===== config.mk =====
export PLATFORM = sky130hd
export DESIGN_NAME = fcpu_cordic
export DESIGN_NICKNAME = d
export VERILOG_FILES = /design/src/rtl/fcpu_pkg.sv /design/src/rtl/fcpu_cordic.sv
export SDC_FILE = /design/constraint.sdc
export NUM_CORES = 1
export LEC_CHECK = 0
export ABC_CLOCK_PERIOD_IN_PS = 10400
export BUFFER_PORTS_ARGS = -buffer_cell sky130_fd_sc_hd__buf_2
export CAP_MARGIN = 15
export CORE_ASPECT_RATIO = 1.2
export CORE_UTILIZATION = 45
export DETAILED_ROUTE_END_ITERATION = 12
export PLACE_DENSITY = 0.66
export SYNTH_ARGS = -nofsm -noshare
export SYNTH_HDL_FRONTEND = slang
export SYNTH_SLANG_ARGS = --single-unit

===== constraint.sdc =====
create_clock -name clk -period 10.4 [get_ports clk]
set_input_delay 2.08 -clock clk [delete_from_list [all_inputs] [get_ports clk]]
set_output_delay 2.08 -clock clk [all_outputs]
set_load 0.1 [all_outputs]

===== src/rtl/fcpu_pkg.sv =====
// Shared types, codes and fixed-point constants for the fly camera pose block.
// Depends on nothing; the CORDIC, square root, divider and top-level files import it.
package fcpu_pkg;

  // Item kinds carried in the mode field
  typedef enum logic [1:0] {
    MODE_LOOK = 2'd0,
    MODE_MOVE = 2'd1,
    MODE_LOAD = 2'd2,
    MODE_NONE = 2'd3
  } mode_t;

  // Move directions
  typedef enum logic [1:0] {
    DIR_FWD   = 2'd0,
    DIR_BACK  = 2'd1,
    DIR_LEFT  = 2'd2,
    DIR_RIGHT = 2'd3
  } dir_t;

  // Configuration register indexes
  typedef enum logic [2:0] {
    CFG_SPEED = 3'd0,
    CFG_SENS  = 3'd1,
    CFG_UPX   = 3'd2,
    CFG_UPY   = 3'd3,
    CFG_UPZ   = 3'd4
  } cfg_idx_t;

  // Vector being rebuilt
  typedef enum logic [1:0] {
    TGT_FRONT = 2'd0,
    TGT_RIGHT = 2'd1,
    TGT_UP    = 2'd2
  } tgt_t;

  // Angles in Q.16 degrees
  localparam logic signed [29:0] DEG89  = 30'sd5832704;
  localparam logic signed [29:0] DEG90  = 30'sd5898240;
  localparam logic signed [29:0] DEG180 = 30'sd11796480;
  localparam logic signed [29:0] DEG360 = 30'sd23592960;

  localparam logic [15:0]        SPEED_RST = 16'd2560;
  localparam logic [15:0]        SENS_RST  = 16'd9830;
  localparam logic signed [15:0] ONE_Q14   = 16'sd16384;

  localparam int                 CORDIC_N = 17;
  localparam logic signed [33:0] CORDIC_K = 34'sd652032874;

  // Arctangent of 2^-i in Q.16 degrees
  function automatic logic [21:0] atan_q16(input logic [4:0] i);
    logic [21:0] v;
    unique case (i)
      5'd0:    v = 22'd2949120;
      5'd1:    v = 22'd1740967;
      5'd2:    v = 22'd919879;
      5'd3:    v = 22'd466945;
      5'd4:    v = 22'd234379;
      5'd5:    v = 22'd117304;
      5'd6:    v = 22'd58666;
      5'd7:    v = 22'd29335;
      5'd8:    v = 22'd14668;
      5'd9:    v = 22'd7334;
      5'd10:   v = 22'd3667;
      5'd11:   v = 22'd1833;
      5'd12:   v = 22'd917;
      5'd13:   v = 22'd458;
      5'd14:   v = 22'd229;
      5'd15:   v = 22'd115;
      5'd16:   v = 22'd57;
      default: v = 22'd0;
    endcase
    return v;
  endfunction

endpackage


===== src/rtl/fcpu_cordic.sv =====
// Iterative rotation-mode CORDIC: cosine and sine of a Q9.16 degree angle.
// One micro-rotation per cycle; uses fcpu_pkg for the arctangent table.
module fcpu_cordic (
  input  logic               clk,
  input  logic               rst,
  input  logic               start,
  input  logic signed [25:0] angle,
  output logic               done,
  output logic signed [33:0] cos_val,
  output logic signed [33:0] sin_val
);
  import fcpu_pkg::*;

  logic signed [33:0] x, y, xs, ys;
  logic signed [27:0] z, at, a_ext;
  logic               neg, busy;
  logic [4:0]         step;

  assign a_ext = {{2{angle[25]}}, angle};
  assign xs    = x >>> step;
  assign ys    = y >>> step;
  assign at    = $signed({6'b0, atan_q16(step)});

  assign cos_val = neg ? -x : x;
  assign sin_val = neg ? -y : y;

  always_ff @(posedge clk) begin
    if (rst) begin
      busy <= 1'b0;
      done <= 1'b0;
    end else begin
      done <= 1'b0;
      if (start) begin
        busy <= 1'b1;
        step <= 5'd0;
        x    <= CORDIC_K;
        y    <= 34'sd0;
        // fold into [-90, 90] and negate the result
        if (a_ext > DEG90) begin
          z   <= 28'(a_ext - DEG180);
          neg <= 1'b1;
        end else if (a_ext < -DEG90) begin
          z   <= 28'(a_ext + DEG180);
          neg <= 1'b1;
        end else begin
          z   <= a_ext;
          neg <= 1'b0;
        end
      end else if (busy) begin
        if (step == 5'(CORDIC_N)) begin
          busy <= 1'b0;
          done <= 1'b1;
        end else begin
          if (z >= 0) begin
            x <= x - ys;
            y <= y + xs;
            z <= z - at;
          end else begin
            x <= x + ys;
            y <= y - xs;
            z <= z + at;
          end
          step <= step + 5'd1;
        end
      end
    end
  end

endmodule


==> flow_summary.toml <==
[status]
status = "completed"

[timing]
clock.fmax_mhz = 143
clock_skew_ns = 0.0102
slew_violations = 0
min_period_ns = 7.00
setup_viol = 0
slew_headroom = 0.235
fin_setup_tns_ns = 0
hold_viol = 0
rsz0062_at_grt = "false"
worst_pin_slew_ns = 1.15
finalCritPeriodShare = 0.673

[critical_path]
crit_family = "compound AO/OA/AOI/OAI gates"
path_common_cell = "o21ai_0"
worstPathRequired_ns = 10.71
timing.critical_path.buf_inv = 3
cpPeakStageDelay_ns = 0.62
worstSetupStartpointType = "register"
end_kind = "register"
critPathKind = "register to register"
crit_arrival_ns = 7.31
path_cells = "buf_4 -> clkinv_1 -> buf_4 -> mux4_2 -> a21oi_1 -> o21ai_1 -> and4b_1 -> nor3b_2 -> nand3_1 -> or3_1 -> o21a_1 -> xnor2_1 -> ha_1 -> a21o_1 -> a21o_1 -> a211oi_1 -> o21ai_0 -> o21ai_0 -> a21oi_1 -> a211oi_1 -> o21ai_0 -> or2_2 -> mux2i_1"
cp_max_fo = 71
slowest_stage = "clkinv_1"

[cells_and_area]
area_delta_synth_final_pct = 7.25
nets = 2321
diodes = 0
finalNonFillerCells = 2725
fin_util = 0.492
drive_gt1_frac = 0.136

[synthesis]
yosys-top-cells-count = "183 x nand2_1, 173 x nor2_1, 159 x o21ai_0, 137 x a21oi_1, 137 x xnor2_1"
synthTopCellsByArea = "edfxtp_1 17%, mux4_2 8.7%, ha_1 7.5%"
synth_nets = 2334
syn_inst = 2192
synth_most_common_cell = "nand2_1"
synth.avg_cell_area_sq_um = 8.38
ys_ff_latch = 126
synth_flop_cell = "edfxtp_1"
yosys.area.top_type = "edfxtp_1"
async_flop_share = 0
synth_edf_count = 102
synth_top_area_share = 0.167
netlist_area_sq_mm = 0.0184
synth.distinct_cells = 99
synth_warnings = 0
seq_area_frac_synth = 0.193

[floorplan]
ios = 98
die_area_sq_mm = 0.0417
die_y_um = 223
rows = 80
die_x_um = 186
start_util = 0.459
core_sq_mm = 0.0400

[clock_network]
cts_inserted_buffers = 17
cts_root_buf = "clkbuf_16"
postCtsHoldBufs = 0
clockBufferDepth = 2
cts_tree = "done"
post_cts_resized = 0
htree_levels = 4
cts_setup_buffers = 0
clk_pin_slew_worst_paths_ns = 0.06
clk_latency_ns = 0.46
cts.sinks = 126

[placement]
hpwl_mm = 46.2
gp_congestion = 1.03
io_buffers = 97
place_inst = 2693

[global_routing]
grt.total_usage = 0.292
antenna_found_initial = 0
first_global_vias = 16800
grt_max_degree = 146
grt_pass1_wl_mm = 95.2
overflow = 0

[route]
antenna_left = 0
avgViaCountPerCell = 6.50
wire_per_inst_um = 22.6
first_iter_violations = 1744
wl_mm = 61.6
drc = 0
vias = 17700
first_pass_iters = 5

[flow_run]
drv_cap = 0

[worst_hold_path]
hold_class = "register to register"
==> cell type report <==
class                   count  area [sq um]
fillers                  3900         20300
multi-input cells        1856         14000
flip-flops and latches    126          3540
repair buffers            120           673
well taps                 533           667
clock buffers              18           429
inverters                  58           220
clock inverters            14           216
==> through the flow <==
step	setup WS (ns)	instance area [sq um]	hold slack, ns
floorplan	3.93	18400	0.438
global placement	3.65	19100	0.459
detailed placement	3.55	19100	0.471
CTS	3.52	19700	0.485
global route	2.91	19700	0.507
finish	3.40	19700	0.489
==> layout by cell type, fill, tap and decap left out, drive strengths merged, types with 16 or more instances in the layout <==
cell,count
nor2b,33
a211oi,32
or2,17
mux2i,86
nand2b,60
o21ai,164
buf,120
a21o,57
o22ai,21
nor3,46
nor2,174
o31ai,34
nand3,35
ha,110
xor2,84
or3,35
mux4,73
mux2,33
inv,57
edfxtp,102
dfxtp,24
o21a,24
and2,16
and3,20
xnor2,137
nand2,183
a21oi,137
o41ai,18
clkbuf,18
==> kinds of logic after synthesis <==
family          Yosys count  share of synthesized area
buf+inv                 210                     0.0478
simple gates            691                      0.188
compound gates          639                      0.231
flops                   126                      0.193
fa+ha+maj               113                     0.0782
xor+xnor                221                      0.105
mux                     192                      0.157
==> path summary, 6_finish.rpt <==
kind / startpoint / end / slack [ns] / cells past startpoint
hold reg to reg: busy / done / 0.49 / 2
hold / removal: busy / done / 0.49 / 2
setup reg to reg: step[3] / x[33] / 3.40 / 23
setup / recovery: step[3] / x[33] / 3.40 / 23
==> layer usage <==
metal / vias to the layer above / track usage / share of wire
met5: - / 0 / 0
met4: 0 / 0.152 / 0.051
met3: 185 / 0.0524 / 0.076
met2: 836 / 0.495 / 0.48
met1: 8498 / 0.352 / 0.39
li1: 8203 / - / -
==> worst min-delay path: stages, from the launching register on <==
cell and delay, ns:
dfxtp_1 0.30, nand2b_1 0.09, nor3_1 0.05
==> flip-flops by register name, indices dropped and copies added (netlist names) <==
| signal | count |
|---|---|
| x | 34 |
| y | 34 |
| z | 28 |
| at | 22 |
| step | 5 |
| busy | 1 |
| done | 1 |
| neg | 1 |
Power is not shown: default switching activity piles up to over one toggle a cycle in this logic, so the estimate is an artifact.
