`src/rtl/fcpu_pkg.sv`:
```
// Shared types, codes and fixed-point constants for the fly camera pose block.
// Depends on nothing; the CORDIC, square root, divider and top-level files import it.
package fcpu_pkg;

  // Item kinds carried in the mode field
  typedef enum logic [1:0] {
    MODE_LOOK = 2'd0,
    MODE_MOVE = 2'd1,
    MODE_LOAD = 2'd2,
    MODE_NONE = 2'd3
  } mode_t;

  // Move directions
  typedef enum logic [1:0] {
    DIR_FWD   = 2'd0,
    DIR_BACK  = 2'd1,
    DIR_LEFT  = 2'd2,
    DIR_RIGHT = 2'd3
  } dir_t;

  // Configuration register indexes
  typedef enum logic [2:0] {
    CFG_SPEED = 3'd0,
    CFG_SENS  = 3'd1,
    CFG_UPX   = 3'd2,
    CFG_UPY   = 3'd3,
    CFG_UPZ   = 3'd4
  } cfg_idx_t;

  // Vector being rebuilt
  typedef enum logic [1:0] {
    TGT_FRONT = 2'd0,
    TGT_RIGHT = 2'd1,
    TGT_UP    = 2'd2
  } tgt_t;

  // Angles in Q.16 degrees
  localparam logic signed [29:0] DEG89  = 30'sd5832704;
  localparam logic signed [29:0] DEG90  = 30'sd5898240;
  localparam logic signed [29:0] DEG180 = 30'sd11796480;
  localparam logic signed [29:0] DEG360 = 30'sd23592960;

  localparam logic [15:0]        SPEED_RST = 16'd2560;
  localparam logic [15:0]        SENS_RST  = 16'd9830;
  localparam logic signed [15:0] ONE_Q14   = 16'sd16384;

  localparam int                 CORDIC_N = 17;
  localparam logic signed [33:0] CORDIC_K = 34'sd652032874;

  // Arctangent of 2^-i in Q.16 degrees
  function automatic logic [21:0] atan_q16(input logic [4:0] i);
    logic [21:0] v;
    unique case (i)
      5'd0:    v = 22'd2949120;
      5'd1:    v = 22'd1740967;
      5'd2:    v = 22'd919879;
      5'd3:    v = 22'd466945;
      5'd4:    v = 22'd234379;
      5'd5:    v = 22'd117304;
      5'd6:    v = 22'd58666;
      5'd7:    v = 22'd29335;
      5'd8:    v = 22'd14668;
      5'd9:    v = 22'd7334;
      5'd10:   v = 22'd3667;
      5'd11:   v = 22'd1833;
      5'd12:   v = 22'd917;
      5'd13:   v = 22'd458;
      5'd14:   v = 22'd229;
      5'd15:   v = 22'd115;
      5'd16:   v = 22'd57;
      default: v = 22'd0;
    endcase
    return v;
  endfunction

endpackage

```
`src/rtl/fcpu_div.sv`:
```
// Restoring divider for normalization: 15-bit quotient, one bit per cycle.
// The quotient never exceeds 16384 because each component is at most the length.
module fcpu_div (
  input  logic        clk,
  input  logic        rst,
  input  logic        start,
  input  logic [46:0] num,
  input  logic [31:0] den,
  output logic        done,
  output logic [14:0] quo
);
  import fcpu_pkg::*;

  logic [46:0] rem, shifted;
  logic [31:0] d;
  logic [3:0]  idx;
  logic        busy;

  assign shifted = {15'b0, d} << idx;

  always_ff @(posedge clk) begin
    if (rst) begin
      busy <= 1'b0;
      done <= 1'b0;
    end else begin
      done <= 1'b0;
      if (start) begin
        busy <= 1'b1;
        rem  <= num;
        d    <= den;
        idx  <= 4'd14;
        quo  <= 15'd0;
      end else if (busy) begin
        if (rem >= shifted) begin
          rem      <= rem - shifted;
          quo[idx] <= 1'b1;
        end
        if (idx == 4'd0) begin
          busy <= 1'b0;
          done <= 1'b1;
        end else begin
          idx <= idx - 4'd1;
        end
      end
    end
  end

endmodule

```
`config.mk`:
```
export PLATFORM = sky130hd
export DESIGN_NAME = fcpu_div
export DESIGN_NICKNAME = d
export VERILOG_FILES = /design/src/rtl/fcpu_pkg.sv /design/src/rtl/fcpu_div.sv
export SDC_FILE = /design/constraint.sdc
export NUM_CORES = 1
export LEC_CHECK = 0
export BUFFER_PORTS_ARGS = -buffer_cell sky130_fd_sc_hd__buf_2
export CELL_PAD_IN_SITES_DETAIL_PLACEMENT = 0
export CELL_PAD_IN_SITES_GLOBAL_PLACEMENT = 1
export CORE_ASPECT_RATIO = 1.2
export CORE_MARGIN = 2
export CORE_UTILIZATION = 30
export DETAILED_ROUTE_END_ITERATION = 7
export PLACE_DENSITY = 0.61
export SETUP_SLACK_MARGIN = 0.3
export SKIP_LAST_GASP = 1
export SLEW_MARGIN = 20
export SYNTH_ARGS = -nofsm -noshare
export SYNTH_HDL_FRONTEND = slang
export SYNTH_SLANG_ARGS = --single-unit
```
`constraint.sdc`:
```
create_clock -name clk -period 10.5 [get_ports clk]
set_input_delay 0 -clock clk [delete_from_list [all_inputs] [get_ports clk]]
set_output_delay 0 -clock clk [all_outputs]
set_load 0.02 [all_outputs]
```
==> metrics <==
outcome=complete, no violations; initial core utilization=30.6%; clk buf depth=2; Synth Flop Type=edfxtp_1; hold depth=3; initial antenna violation count=0; Startpoint Class=register; Total GRT Usage=17.9%; via count=6,997; Max Cap Viol=0; Die ar.=28,300 µm²; min-delay src=num[44]; WP data required=10.50 ns; DRT iter0 DRCs=419; CP peak stage delay=0.84 ns; Crit Reg-Reg Startpoint=idx[3]; first-pass GRT wire length=39.1 mm; number of flops mapped to enable cells by yosys=98; Max Fclk=0.155 GHz; Synth async-reset ratio=0%; worst r2r path cells=14; WHS Endpoint=rem[44]; CTS Sinks=100; flop-to-flop setup slack=4.04 ns; Pwr Density=150 nW/µm²; max-slew violations=0; Lkg Pwr=3.88 nW; Final Skew=0.0103 ns; Final Cycle Share=61.5%; Worst Path Arrival=6.45 ns; Worst path top cell family by delay=compound AO/OA/AOI/OAI gates; clk slew on worst S/H paths=0.08 ns; Initial DRT Pass Iterations=5; root buffer cell=clkbuf_16; antenna viol nets, final=0; IO Port Bufs=97; Mapped Cells=893; Setup Viol. Count Final=0; Routed WL per cell=18.4 µm; CP bufs+invs=3; height of the die=184 µm; Distinct cells, synth=64; die width=154 µm; CP endpoint kind=register; vias in the first global route=7,073; clk_lat worst skew=0.37 ns; Rows=65; RSZ-0062 raised after global routing=no; Syn. warnings=0; Ports=98; WL final=25.2 mm; grt ovf=0; # diodes=0; core area=26,400 µm²; final hold viol count=0; Placer Congestion=0.908; Post-Route Setup TNS=0 ns; Final HPWL DP=19.2 mm; nets=1,165; Seq cells post-synth=100; WS Path Type=reg2reg; Total Power=1.48 mW; maximum vdd drop=74.7 µV; CP Cell Sequence=buf_4 -> clkinv_1 -> nor2_1 -> a21oi_1 -> ha_1 -> nand2_1 -> nor4_1 -> o21ai_1 -> nand3_1 -> a21oi_1 -> o21ai_0 -> nand4_1 -> a311oi_4 -> buf_4; Slew headroom=38.2%; utilization after layout=37.4%; largest net degree at the start of global routing=65; syn nets=1,027; average size of a mapped cell=9.07 µm²; Synth Cell Area=8100 µm²; CTS tree=done; slowest CP cell=a311oi_4; Filler Cells Inserted=2,761; RR Endpoint=rem[23]; min Tclk post-route=6.46 ns; most common cell after layout, fill and taps aside=nand2_1; register area share after synthesis=36.8%; Area Growth Syn to Fin=22.1%; Max FO, Critical Path=50; DRC=0; Via density=5.11; layout cells sized above 1=16.5%; HP Class=in2reg; CTS H-Tree Depth=3; Worst-Margin Slew=0.927 ns; TritonCTS buffer count=9; most frequent cells in the layout=nand2_1 (130), edfxtp_1 (98), buf_2 (96)
final cells by class:
class                      instances  area, µm²  area share, %
clock buffer                       9        225           2.28
clock inverter                     6       57.6          0.582
inverter                          18       67.6          0.683
multi-input combinational        723       4840           48.9
sequential                       100       2980           30.2
tap                              335        419           4.24
timing repair buffer             179       1300           13.1
worst max-delay path by stage:
stage	startpoint	slack, ns	cells past startpoint	to
after floorplan	idx[0]	1.46	16	quo[0]
after global placement	idx[2]	4.08	14	rem[18]
after detailed placement	idx[2]	3.87	13	rem[17]
after CTS	idx[2]	3.78	13	rem[26]
after global routing	idx[3]	3.67	14	rem[23]
final	idx[3]	4.04	14	rem[23]
tightest hold or removal path: cells and delay by family:
family | cells | cell delay, ns
buffers and inverters | 1 | 0.10
AOI/OAI and AO/OA | 1 | 0.06
and+or+nand+nor | 1 | 0.08
repair_timing:
action	CTS	global route
hold buffers	74	0
setup endpoints to repair	0	0
setup buffers	0	0
endpoints found under the hold margin	75	0
resized for setup	0	0
kinds of logic after synthesis:
group	count (synthesis)	synth area share [%]
DFF	100	36.8
buffers and inverters	70	3.65
AOI/OAI and AO/OA	264	19.9
and+or+nand+nor	305	16.7
muxes	64	10.7
adders and majority gates	52	8.13
xor gates and xnor gates	38	4.11
cells in the mapped netlist, drive strengths merged, types with 3 or more instances:
cell type | number | area share [%]
a211oi | 8 | 0.80
a21boi | 3 | 0.28
a21o | 14 | 1.3
a21oi | 86 | 5.3
a22oi | 4 | 0.37
a311oi | 8 | 0.87
a31oi | 5 | 0.39
and2 | 3 | 0.23
and3 | 5 | 0.39
buf | 15 | 1.1
clkbuf | 37 | 1.7
edfxtp | 98 | 36
ha | 51 | 7.9
inv | 16 | 0.74
mux2 | 18 | 2.5
mux2i | 30 | 3.7
mux4 | 16 | 4.5
nand2 | 131 | 6.1
nand2b | 5 | 0.39
nand3 | 14 | 0.87
nand4 | 15 | 1.2
nor2 | 87 | 4.0
nor2b | 9 | 0.70
nor3 | 13 | 0.80
nor3b | 3 | 0.28
nor4 | 4 | 0.31
nor4b | 3 | 0.32
o211a | 3 | 0.37
o211ai | 5 | 0.46
o21a | 6 | 0.56
o21ai | 93 | 5.7
o21bai | 5 | 0.46
o22ai | 3 | 0.31
o31a | 3 | 0.32
o31ai | 4 | 0.37
o41ai | 4 | 0.80
or2 | 5 | 0.39
or3 | 3 | 0.23
xnor2 | 21 | 2.3
xor2 | 17 | 1.8
registers in the layout, indices dropped and copies added (netlist names):
signal / cells
busy: 1
idx: 4
quo: 15
rem: 47
d: 32
done: 1
per-layer routing:
| layer | vias to the layer above | global-route usage (%) | wire length [µm] |
|---|---|---|---|
| met1 | 3214 | 22.1 | 11200 |
| met4 | 0 | 6.13 | 725 |
| met3 | 34 | 2.78 | 719 |
| met5 | - | 0 | 0 |
| met2 | 153 | 31.9 | 12600 |
| li1 | 3596 | - | - |
power breakdown:
group          switching [mW]  internal (mW)  leakage (nW)
sequential             0.0220          0.493         0.943
clock                   0.170          0.166         0.140
combinational           0.379          0.254          2.80
metrics by stage:
step                worst slack, ns  std cells  hold WS, ns  cell area, µm²
floorplan                      1.46        893       0.0724            8100
global placement               4.08       1280        0.179            8850
detailed placement             3.87       1280        0.179            8850
CTS                            3.78       1369       0.0302            9870
global route                   3.67       1370       0.0710            9890
finish                         4.04       1370       0.0412            9890
No activity file was read; power rests on OpenSTA's default activity.
