`src/rtl/fcpu_pkg.sv`:
```
// Shared types, codes and fixed-point constants for the fly camera pose block.
// Depends on nothing; the CORDIC, square root, divider and top-level files import it.
package fcpu_pkg;

  // Item kinds carried in the mode field
  typedef enum logic [1:0] {
    MODE_LOOK = 2'd0,
    MODE_MOVE = 2'd1,
    MODE_LOAD = 2'd2,
    MODE_NONE = 2'd3
  } mode_t;

  // Move directions
  typedef enum logic [1:0] {
    DIR_FWD   = 2'd0,
    DIR_BACK  = 2'd1,
    DIR_LEFT  = 2'd2,
    DIR_RIGHT = 2'd3
  } dir_t;

  // Configuration register indexes
  typedef enum logic [2:0] {
    CFG_SPEED = 3'd0,
    CFG_SENS  = 3'd1,
    CFG_UPX   = 3'd2,
    CFG_UPY   = 3'd3,
    CFG_UPZ   = 3'd4
  } cfg_idx_t;

  // Vector being rebuilt
  typedef enum logic [1:0] {
    TGT_FRONT = 2'd0,
    TGT_RIGHT = 2'd1,
    TGT_UP    = 2'd2
  } tgt_t;

  // Angles in Q.16 degrees
  localparam logic signed [29:0] DEG89  = 30'sd5832704;
  localparam logic signed [29:0] DEG90  = 30'sd5898240;
  localparam logic signed [29:0] DEG180 = 30'sd11796480;
  localparam logic signed [29:0] DEG360 = 30'sd23592960;

  localparam logic [15:0]        SPEED_RST = 16'd2560;
  localparam logic [15:0]        SENS_RST  = 16'd9830;
  localparam logic signed [15:0] ONE_Q14   = 16'sd16384;

  localparam int                 CORDIC_N = 17;
  localparam logic signed [33:0] CORDIC_K = 34'sd652032874;

  // Arctangent of 2^-i in Q.16 degrees
  function automatic logic [21:0] atan_q16(input logic [4:0] i);
    logic [21:0] v;
    unique case (i)
      5'd0:    v = 22'd2949120;
      5'd1:    v = 22'd1740967;
      5'd2:    v = 22'd919879;
      5'd3:    v = 22'd466945;
      5'd4:    v = 22'd234379;
      5'd5:    v = 22'd117304;
      5'd6:    v = 22'd58666;
      5'd7:    v = 22'd29335;
      5'd8:    v = 22'd14668;
      5'd9:    v = 22'd7334;
      5'd10:   v = 22'd3667;
      5'd11:   v = 22'd1833;
      5'd12:   v = 22'd917;
      5'd13:   v = 22'd458;
      5'd14:   v = 22'd229;
      5'd15:   v = 22'd115;
      5'd16:   v = 22'd57;
      default: v = 22'd0;
    endcase
    return v;
  endfunction

endpackage

```
`src/rtl/fcpu_isqrt.sv`:
```
// Iterative floor square root of a 64-bit value, one result bit per cycle.
// Uses fcpu_pkg only for the house import.
module fcpu_isqrt (
  input  logic        clk,
  input  logic        rst,
  input  logic        start,
  input  logic [63:0] radicand,
  output logic        done,
  output logic [31:0] root
);
  import fcpu_pkg::*;

  logic [63:0] n, r, b;
  logic [64:0] trial;
  logic        busy;

  assign trial = {1'b0, r} + {1'b0, b};
  assign root  = r[31:0];

  always_ff @(posedge clk) begin
    if (rst) begin
      busy <= 1'b0;
      done <= 1'b0;
    end else begin
      done <= 1'b0;
      if (start) begin
        busy <= 1'b1;
        n    <= radicand;
        r    <= 64'd0;
        b    <= 64'h4000_0000_0000_0000;
      end else if (busy) begin
        if ({1'b0, n} >= trial) begin
          n <= n - trial[63:0];
          r <= (r >> 1) + b;
        end else begin
          r <= r >> 1;
        end
        b <= b >> 2;
        if (b == 64'd1) begin
          busy <= 1'b0;
          done <= 1'b1;
        end
      end
    end
  end

endmodule

```
`config.mk`:
```
export PLATFORM = sky130hd
export DESIGN_NAME = fcpu_isqrt
export DESIGN_NICKNAME = d
export VERILOG_FILES = /design/src/rtl/fcpu_pkg.sv /design/src/rtl/fcpu_isqrt.sv
export SDC_FILE = /design/constraint.sdc
export NUM_CORES = 1
export LEC_CHECK = 0
export BUFFER_PORTS_ARGS = -buffer_cell sky130_fd_sc_hd__buf_2
export CORE_MARGIN = 5
export CORE_UTILIZATION = 60
export CTS_BUF_LIST = sky130_fd_sc_hd__clkbuf_4 sky130_fd_sc_hd__clkbuf_8
export CTS_CLUSTER_SIZE = 28
export DETAILED_ROUTE_END_ITERATION = 16
export GPL_TIMING_DRIVEN = 0
export PLACE_DENSITY = 0.9
export SLEW_MARGIN = 20
export SYNTH_ARGS = -nofsm -noshare
export SYNTH_HDL_FRONTEND = slang
export SYNTH_SLANG_ARGS = --single-unit
```
`constraint.sdc`:
```
create_clock -name clk -period 11.7 [get_ports clk]
set_input_delay 1.17 -clock clk [delete_from_list [all_inputs] [get_ports clk]]
set_output_delay 1.17 -clock clk [all_outputs]
set_load 0.05 [all_outputs]
```
==> summary.md, run 1 <==
| Metric | Value |
|---|---|
| DRC | `0` |
| Final period utilization | `62.8%` |
| Post-Synth Simple-Gate Area | `18.0%` |
| Post-CTS Setup Bufs | `0` |
| Largest family of logic cells by synthesized area | `compound AO/OA/AOI/OAI gates` |
| Core area | `25900 sq um` |
| Worst Clk Skew | `approximately 0.022 ns` |
| Die area | `between 20000 and 30000 sq um` |
| GRT Util Overall | `about 34%` |
| Initial Util | `roughly 61%` |
| Register area share after synthesis | `30.9%` |
| Clock latency on the worst-skew pair | `0.49 ns` |
| Detail Route Antenna Nets | `0` |
| Worst Setup End Kind | `flop` |
| First drt pass iteration count | `6` |
| Data required time of the critical path | `roughly 12 ns` |
| Yosys top cell area share | `between 30% and 40%` |
| Leak pwr | `between 6 and 7 nW` |
| Post-synthesis compound-gate area fraction | `between 20% and 30%` |
| CTS clk-pin slew, worst paths | `0.11 ns` |
| Adder-cell share of the synthesized area | `a little over a tenth` |
| Slowest CP cell | `o31ai_1` |
| Final-report setup violation count | `0` |
| Area Overhead vs Synth | `9.43%` |
| Total grt overflow | `0` |
| Fill cell count | `2117` |
| Fin crit period | `between 7 and 8 ns` |
| Detailed placement HPWL | `~39000 um` |
| Fin. max-slew vios | `0` |
| Avg Inst Size Synth | `8.56 sq um` |
| Die width | `roughly 170 um` |
| Met2 Usage GRT | `a little under three fifths` |
| Total CTS buffers | `17` |
| Crit path DAT | `between 7 and 8 ns` |
| Detailed-route via count | `15700` |
| Pwr per Cell Area | `roughly 150 nW/um^2` |
| Synth Area in XOR/XNOR | `between 7 and 8%` |
| Ys async rst share | `0%` |
| Final setup TNS | `0 ns` |
| M3 GR Usage | `6.80%` |
| Synth Instances | `1835` |
| Status | `complete, no violations` |
| Most crowded layer after global routing | `met2` |
| CTS tree | `done` |
| IR drop worst, VDD | `approximately 76 uV` |
| Mux cell area share after synthesis | `0.773%` |
| Drt via density | `between 6 and 7` |
| Max-Slew Margin vs Limit | `33.5%` |
| Nets | `between 2000 and 2500` |
| Vias in the first global route | `between 10000 and 15000` |
| Synth Register Bits | `162` |
| Syn nets | `between 2000 and 2500` |
| R2R depth | `25` |
| CTS Sinks | `between 150 and 200` |
| Least-Margin Pin Slew | `roughly 1 ns` |
| Final wirelength | `slightly above 50000 um` |
| Hold Buf Count CTS | `0` |
| RSZ-0062 raised after global routing | `false` |
| Yosys top cell by area | `edfxtp_1` |
| Layout cell share with drive strength beyond 1 | `between 10% and 20%` |
| Crit path max fanout | `23` |
| Resize count post-CTS | `0` |
| First-pass GRT wire length | `between 70000 and 80000 um` |
| Io pins | `100` |
| Count of cell types in the netlist | `between 80 and 90` |
| Row count | `59` |
| Maximum clock path buffer count | `2` |
| Predominant post-synthesis flop cell | `edfxtp_1` |
| HP Class | `flop to flop` |
| CTS root buffer | `clkbuf_8` |
| Largest net degree at the start of global routing | `24` |
| Startpoint Class | `flop` |
| Post-synth EDFFs | `160` |
| Max Cap Violations | `0` |
| Initial DRC Count | `about 1800` |
| Hold path depth | `1` |
| Buffers on Ports | `slightly below 100` |
| Placer Congestion | `between 0.9 and 1` |
| Synth warnings | `0` |
| Initial antenna violation count | `2` |
| CP max stage delay | `between 0.5 and 0.6 ns` |
| Critical Setup Path Class | `flop to flop` |
| Die H | `roughly 170 um` |
| Htree depth | `4` |
| Mapped Area | `approximately 16000 sq um` |
| Top post-synthesis cells by area | `edfxtp_1 (31%), ha_1 (10%), a21oi_1 (5.1%)` |
| Fmax achieved | `roughly 140 MHz` |
| Post-layout util | `around two thirds` |
| GRT met1 Usage | `43.0%` |
| Final hold violations | `0` |
| Routed length per instance | `between 20 and 25 um` |
| Final Power | `2.55 mW` |
## synthesized netlist by cell type, types with 33 or more instances
| master | instances |
|---|---|
| inv_1 | 56 |
| nor2b_1 | 43 |
| o21ai_0 | 135 |
| xnor2_1 | 71 |
| a31oi_1 | 56 |
| nor3_1 | 35 |
| buf_4 | 33 |
| ha_1 | 130 |
| a21oi_1 | 159 |
| nand4_1 | 51 |
| nand2_1 | 183 |
| clkbuf_1 | 51 |
| xor2_1 | 68 |
| a211oi_1 | 42 |
| nor2_1 | 111 |
| edfxtp_1 | 160 |
## flip-flops by register name, indices dropped and copies added (netlist names)
register and count:
n 64, r 64, b 32, busy 1, done 1
## stage by stage
stage                     hold slack, ns  setup WS, ns  instance area (sq um)  std cells
after floorplan                    0.485          3.41                  15700       1835
after global placement             0.525         0.701                  16600       2269
after detailed placement           0.568          4.66                  16800       2276
after CTS                          0.571          4.56                  17200       2308
after global routing               0.576          3.96                  17200       2308
final                              0.583          4.35                  17200       2310
## worst max-delay path: cells and delay by family (launching register included)
kind / cells / cell delay (ns)
AOI/OAI and AO/OA: 10 / 2.89
and+or+nand+nor: 6 / 1.29
adders and majority gates: 2 / 0.70
buffers and inverters: 6 / 1.41
DFF: 1 / 0.55
xor gates and xnor gates: 1 / 0.18
## report_power, final
part / total, mW / internal [mW] / switching [mW]
clock: 0.411 / 0.158 / 0.253
combinational: 1.33 / 0.501 / 0.834
sequential: 0.805 / 0.736 / 0.0687
total: 2.55 / 1.39 / 1.16
## worst paths after layout
kind                            start    end  slack [ns]
worst max-delay path             r[6]  n[36]        4.35
worst min-delay path             busy   done        0.58
worst max register to register   r[6]  n[36]        4.35
worst min register to register   busy   done        0.58
## layer usage
metal / vias to the layer above / part of all wire (%)
li1: 7221 / -
met1: 7305 / 38
met2: 1012 / 46
met3: 199 / 11
met4: 0 / 4.9
met5: - / 0
## cells in the final DEF (no fill, tap or decap), types with 18 or more instances in the layout
| cell type | netlist | final |
|---|---|---|
| xor2_1 | 68 | 68 |
| o31ai_1 | 25 | 25 |
| inv_1 | 56 | 56 |
| a31o_2 | 21 | 21 |
| edfxtp_1 | 160 | 160 |
| a21o_1 | 32 | 32 |
| nand2_1 | 183 | 183 |
| nor4_1 | 18 | 18 |
| clkbuf_1 | 51 | 51 |
| o21a_1 | 24 | 24 |
| o21ai_0 | 135 | 135 |
| nor2_1 | 111 | 110 |
| o21bai_1 | 32 | 32 |
| nand4_1 | 51 | 51 |
| buf_2 | 18 | 117 |
| nand3_1 | 28 | 28 |
| a21oi_1 | 159 | 158 |
| nor3_1 | 35 | 35 |
| xnor2_1 | 71 | 71 |
| nor2b_1 | 43 | 43 |
| ha_1 | 130 | 130 |
| a211oi_1 | 42 | 42 |
| buf_4 | 33 | 33 |
| a31oi_1 | 56 | 56 |
## area by class of cell
class	count	area, sq um	share of cell area [%]
inverter	57	214	1.25
buffer	111	586	3.41
antenna	2	5.00	0.0291
tap	335	419	2.44
clock inverter	12	100	0.582
timing repair buffer	106	681	3.96
multi-input combinational	1505	10100	58.6
sequential	162	4840	28.2
clock buffer	20	256	1.49
## cell families after synthesis
logic type	after synthesis
AOI/OAI and AO/OA	652
and+or+nand+nor	572
buffers and inverters	168
DFF	162
xor gates and xnor gates	139
adders and majority gates	131
muxes	11
(Power assumes the default switching activity.)
==> run 2: changes to the inputs <==
--- a/config.mk
+++ b/config.mk
@@ -7,12 +7,12 @@
 export LEC_CHECK = 0
 export BUFFER_PORTS_ARGS = -buffer_cell sky130_fd_sc_hd__buf_2
 export CORE_MARGIN = 5
-export CORE_UTILIZATION = 60
+export CORE_UTILIZATION = 58
 export CTS_BUF_LIST = sky130_fd_sc_hd__clkbuf_4 sky130_fd_sc_hd__clkbuf_8
 export CTS_CLUSTER_SIZE = 28
 export DETAILED_ROUTE_END_ITERATION = 16
 export GPL_TIMING_DRIVEN = 0
-export PLACE_DENSITY = 0.9
+export PLACE_DENSITY = 0.91
 export SLEW_MARGIN = 20
 export SYNTH_ARGS = -nofsm -noshare
 export SYNTH_HDL_FRONTEND = slang
==> constraint.sdc (replaced) <==
create_clock -name clk -period 6.7 [get_ports clk]
set_input_delay 0.67 -clock clk [delete_from_list [all_inputs] [get_ports clk]]
set_output_delay 0.67 -clock clk [all_outputs]
set_load 0.05 [all_outputs]
==> run 2 against run 1 <==
Effect of this change: global-route usage fell by 1.8 points; critical path depth is 1 lower; clock power rose by 97%; critical path type unchanged; highest routed layer is now met5.
==> summary.md, run 2 (same netlist as run 1, synthesis figures left out) <==
| Metric | Value |
|---|---|
| Status | `complete, no violations (unchanged)` |
| Die width | `175 um (was 172 um)` |
| Final Power | `4.58 mW (was 2.55 mW)` |
| Detail Route Antenna Nets | `0 (unchanged)` |
| Final period utilization | `96.7% (was 62.8%)` |
| Crit path max fanout | `24 (was 23)` |
| DRC | `0 (unchanged)` |
| Post-layout util | `65.2% (was 66.3%)` |
| Row count | `60 (was 59)` |
| Register Area | `4840 sq um (unchanged)` |
| Final wirelength | `51000 um (was 50800 um)` |
| Fill cell count | `2210 (was 2117)` |
| Worst Setup End Kind | `flop (unchanged)` |
| Fmax achieved | `154 MHz (was 136 MHz)` |
| Critical Setup Path Class | `flop to flop (unchanged)` |
| Fin. max-slew vios | `0 (unchanged)` |
| Crit path DAT | `6.66 ns (was 7.53 ns)` |
| Routed length per instance | `21.9 um (was 22.0 um)` |
| CTS clk-pin slew, worst paths | `0.10 ns (was 0.11 ns)` |
| CTS root buffer | `clkbuf_8 (unchanged)` |
| Clock network fraction of total power | `17.6% (was 16.1%)` |
| Drt via density | `6.78 (was 6.81)` |
| Data required time of the critical path | `6.88 ns (was 11.88 ns)` |
| Initial antenna violation count | `1 (was 2)` |
| Worst Clk Skew | `0.0183 ns (was 0.0219 ns)` |
| Htree depth | `4 (unchanged)` |
| Most frequent cells in the layout | `nand2_1 (183), edfxtp_1 (160), a21oi_1 (155) (was nand2_1 (183), edfxtp_1 (160), a21oi_1 (158))` |
| Die area | `30500 sq um (was 29500 sq um)` |
| Max layer used | `met5 (was met4)` |
| Total grt overflow | `0 (unchanged)` |
| Nets | `2166 (was 2158)` |
| CP max stage delay | `0.52 ns (was 0.59 ns)` |
| Critical-path cell list | `ha_1 > nand4_1 > o31ai_4 > and3_1 > o21ai_2 > o31ai_2 > a21boi_0 > nor2_1 > o21ai_0 > xor2_1 > ha_2 > a21oi_1 > o21bai_1 > a211oi_1 > o31a_1 > a211o_1 > a311oi_4 > o21a_1 > buf_2 > clkbuf_4 > nand3_1 > a21oi_4 > buf_12 > buf_16` |
| Maximum clock path buffer count | `2 (unchanged)` |
| Initial DRC Count | `2015 (was 1793)` |
| Area post-placement | `16800 sq um (about the same)` |
| Leak pwr | `6.66 nW (was 6.54 nW)` |
| Pwr per Cell Area | `262 nW/um^2 (was 148 nW/um^2)` |
| CTS tree | `done (unchanged)` |
| Commonest non-fill, non-tap cell in the layout | `nand2_1 (unchanged)` |
| Detailed placement HPWL | `39300 um (about the same)` |
| Worst hold slack | `0.457 ns (was 0.583 ns)` |
| Core area | `26800 sq um (was 25900 sq um)` |
| Fin crit period | `6.48 ns (was 7.35 ns)` |
| Clock latency on the worst-skew pair | `0.49 ns (about the same)` |
| Metal3 WL | `4910 um (was 5660 um)` |
| Part of the power in registers | `30.7% (was 31.5%)` |
| Post-Route M1 WL | `19900 um (was 19400 um)` |
| Placer Congestion | `0.948 (was 0.999)` |
| Fraction of power spent switching nets | `44.1% (was 45.3%)` |
| Max-Slew Margin vs Limit | `33.4% (was 33.5%)` |
| Initial Util | `58.6% (was 60.6%)` |
| IR drop worst, VDD | `128 uV (was 76.2 uV)` |
| Final-report setup violation count | `0 (unchanged)` |
| CTS Sinks | `162 (unchanged)` |
| Internal | `2.56 mW (was 1.39 mW)` |
| Largest net degree at the start of global routing | `25 (was 24)` |
| Fin area | `17500 sq um (was 17200 sq um)` |
| Startpoint Class | `flop (unchanged)` |
| Total CTS buffers | `17 (unchanged)` |
| Vias in the first global route | `15000 (was 14800)` |
| Top Family by Delay on Critical Path | `compound AO/OA/AOI/OAI gates (unchanged)` |
| Antenna diodes | `0 (was 2)` |
| Io pins | `100 (unchanged)` |
| Hold Buf Count CTS | `0 (unchanged)` |
| Area taken by multi-input logic gates | `10200 sq um (was 10100 sq um)` |
| Placement Setup Slack | `-0.217 ns (was 4.66 ns)` |
| Buffers on Ports | `99 (unchanged)` |
| Max Cap Violations | `0 (unchanged)` |
| Layout cell share with drive strength beyond 1 | `14.2% (was 12.5%)` |
| Worst Path Buf+Inv | `4 (was 6)` |
| First-pass GRT wire length | `78100 um (was 78200 um)` |
| Final hold violations | `0 (unchanged)` |
| Setup WS post-layout | `0.218 ns (was 4.35 ns)` |
| Die H | `175 um (was 172 um)` |
| Wire length on met2 | `23500 um (was 23300 um)` |
| HP Class | `input pin to flop (was flop to flop)` |
| Top Registers | `n x64, r x64, b x32 (unchanged)` |
| Slowest CP cell | `edfxtp_1 (was o31ai_1)` |
| GRT Util Overall | `31.9% (was 33.7%)` |
| Least-Margin Pin Slew | `0.999 ns (was 0.997 ns)` |
| First drt pass iteration count | `6 (unchanged)` |
| Area Overhead vs Synth | `11.3% (was 9.43%)` |
| P_sw | `2.02 mW (was 1.16 mW)` |
| Combinational share of power | `51.7% (was 52.3%)` |
| Detailed-route via count | `15700 (about the same)` |
[run 2: changes by cell type in the layout (fill, tap and decap cells not counted), sizes merged]
cell | previous run | this run
clkbuf | 71 | 64
diode | 2 | 0
clkinvlp | 6 | 3
clkinv | 2 | 4
buf | 166 | 179
bufinv | 0 | 3
[run 2: final cells by class]
cell class	instances	share of cell area [%]
tap	341	2.44
buffer	105	3.23
clock inverter	14	1.01
sequential	162	27.7
timing repair buffer	120	4.49
inverter	57	1.22
clock buffer	18	1.38
multi-input combinational	1505	58.5
[run 2: final timing paths]
path,startpoint,end,slack (ns),cells past startpoint
hold reg to reg,busy,done,0.57,1
hold / removal,radicand[48],n[48],0.46,3
setup / recovery,b[8],n[24],0.22,24
setup reg to reg,b[8],n[24],0.22,24
[run 2: power groups by stage]
stage	registers, mW	clock network (mW)	logic, mW
2_1_floorplan	1.38	0	1.72
3_3_place_gp	1.43	0	2.19
3_5_place_dp	1.42	0	2.27
4_1_cts	1.40	0.804	2.28
5_1_grt	1.41	0.847	2.57
6_report	1.41	0.808	2.37
[run 2: per-stage QoR]
stage                     setup TNS [ns]  instances
final                                  0       2322
after global placement           -288.83       2275
after global routing               -1.04       2322
after floorplan                        0       1835
after CTS                              0       2314
after detailed placement           -9.65       2282
[run 2: worst min-delay path, cell delays in order]
cell and delay (ns):
buf_2 0.07, nand2_1 0.04, o31ai_1 0.05
[run 2: repair_timing]
action	4_1_cts	5_1_grt
pin swaps	0	3
resized for setup	3	27
setup buffers	0	14
setup endpoints to repair	65	111
[run 2: layer usage]
layer | global-route usage, % | vias up
met5 | 0 | -
met2 | 53.3 | 971
met3 | 5.59 | 213
met1 | 40.1 | 7328
met4 | 15.7 | 2
li1 | - | 7228
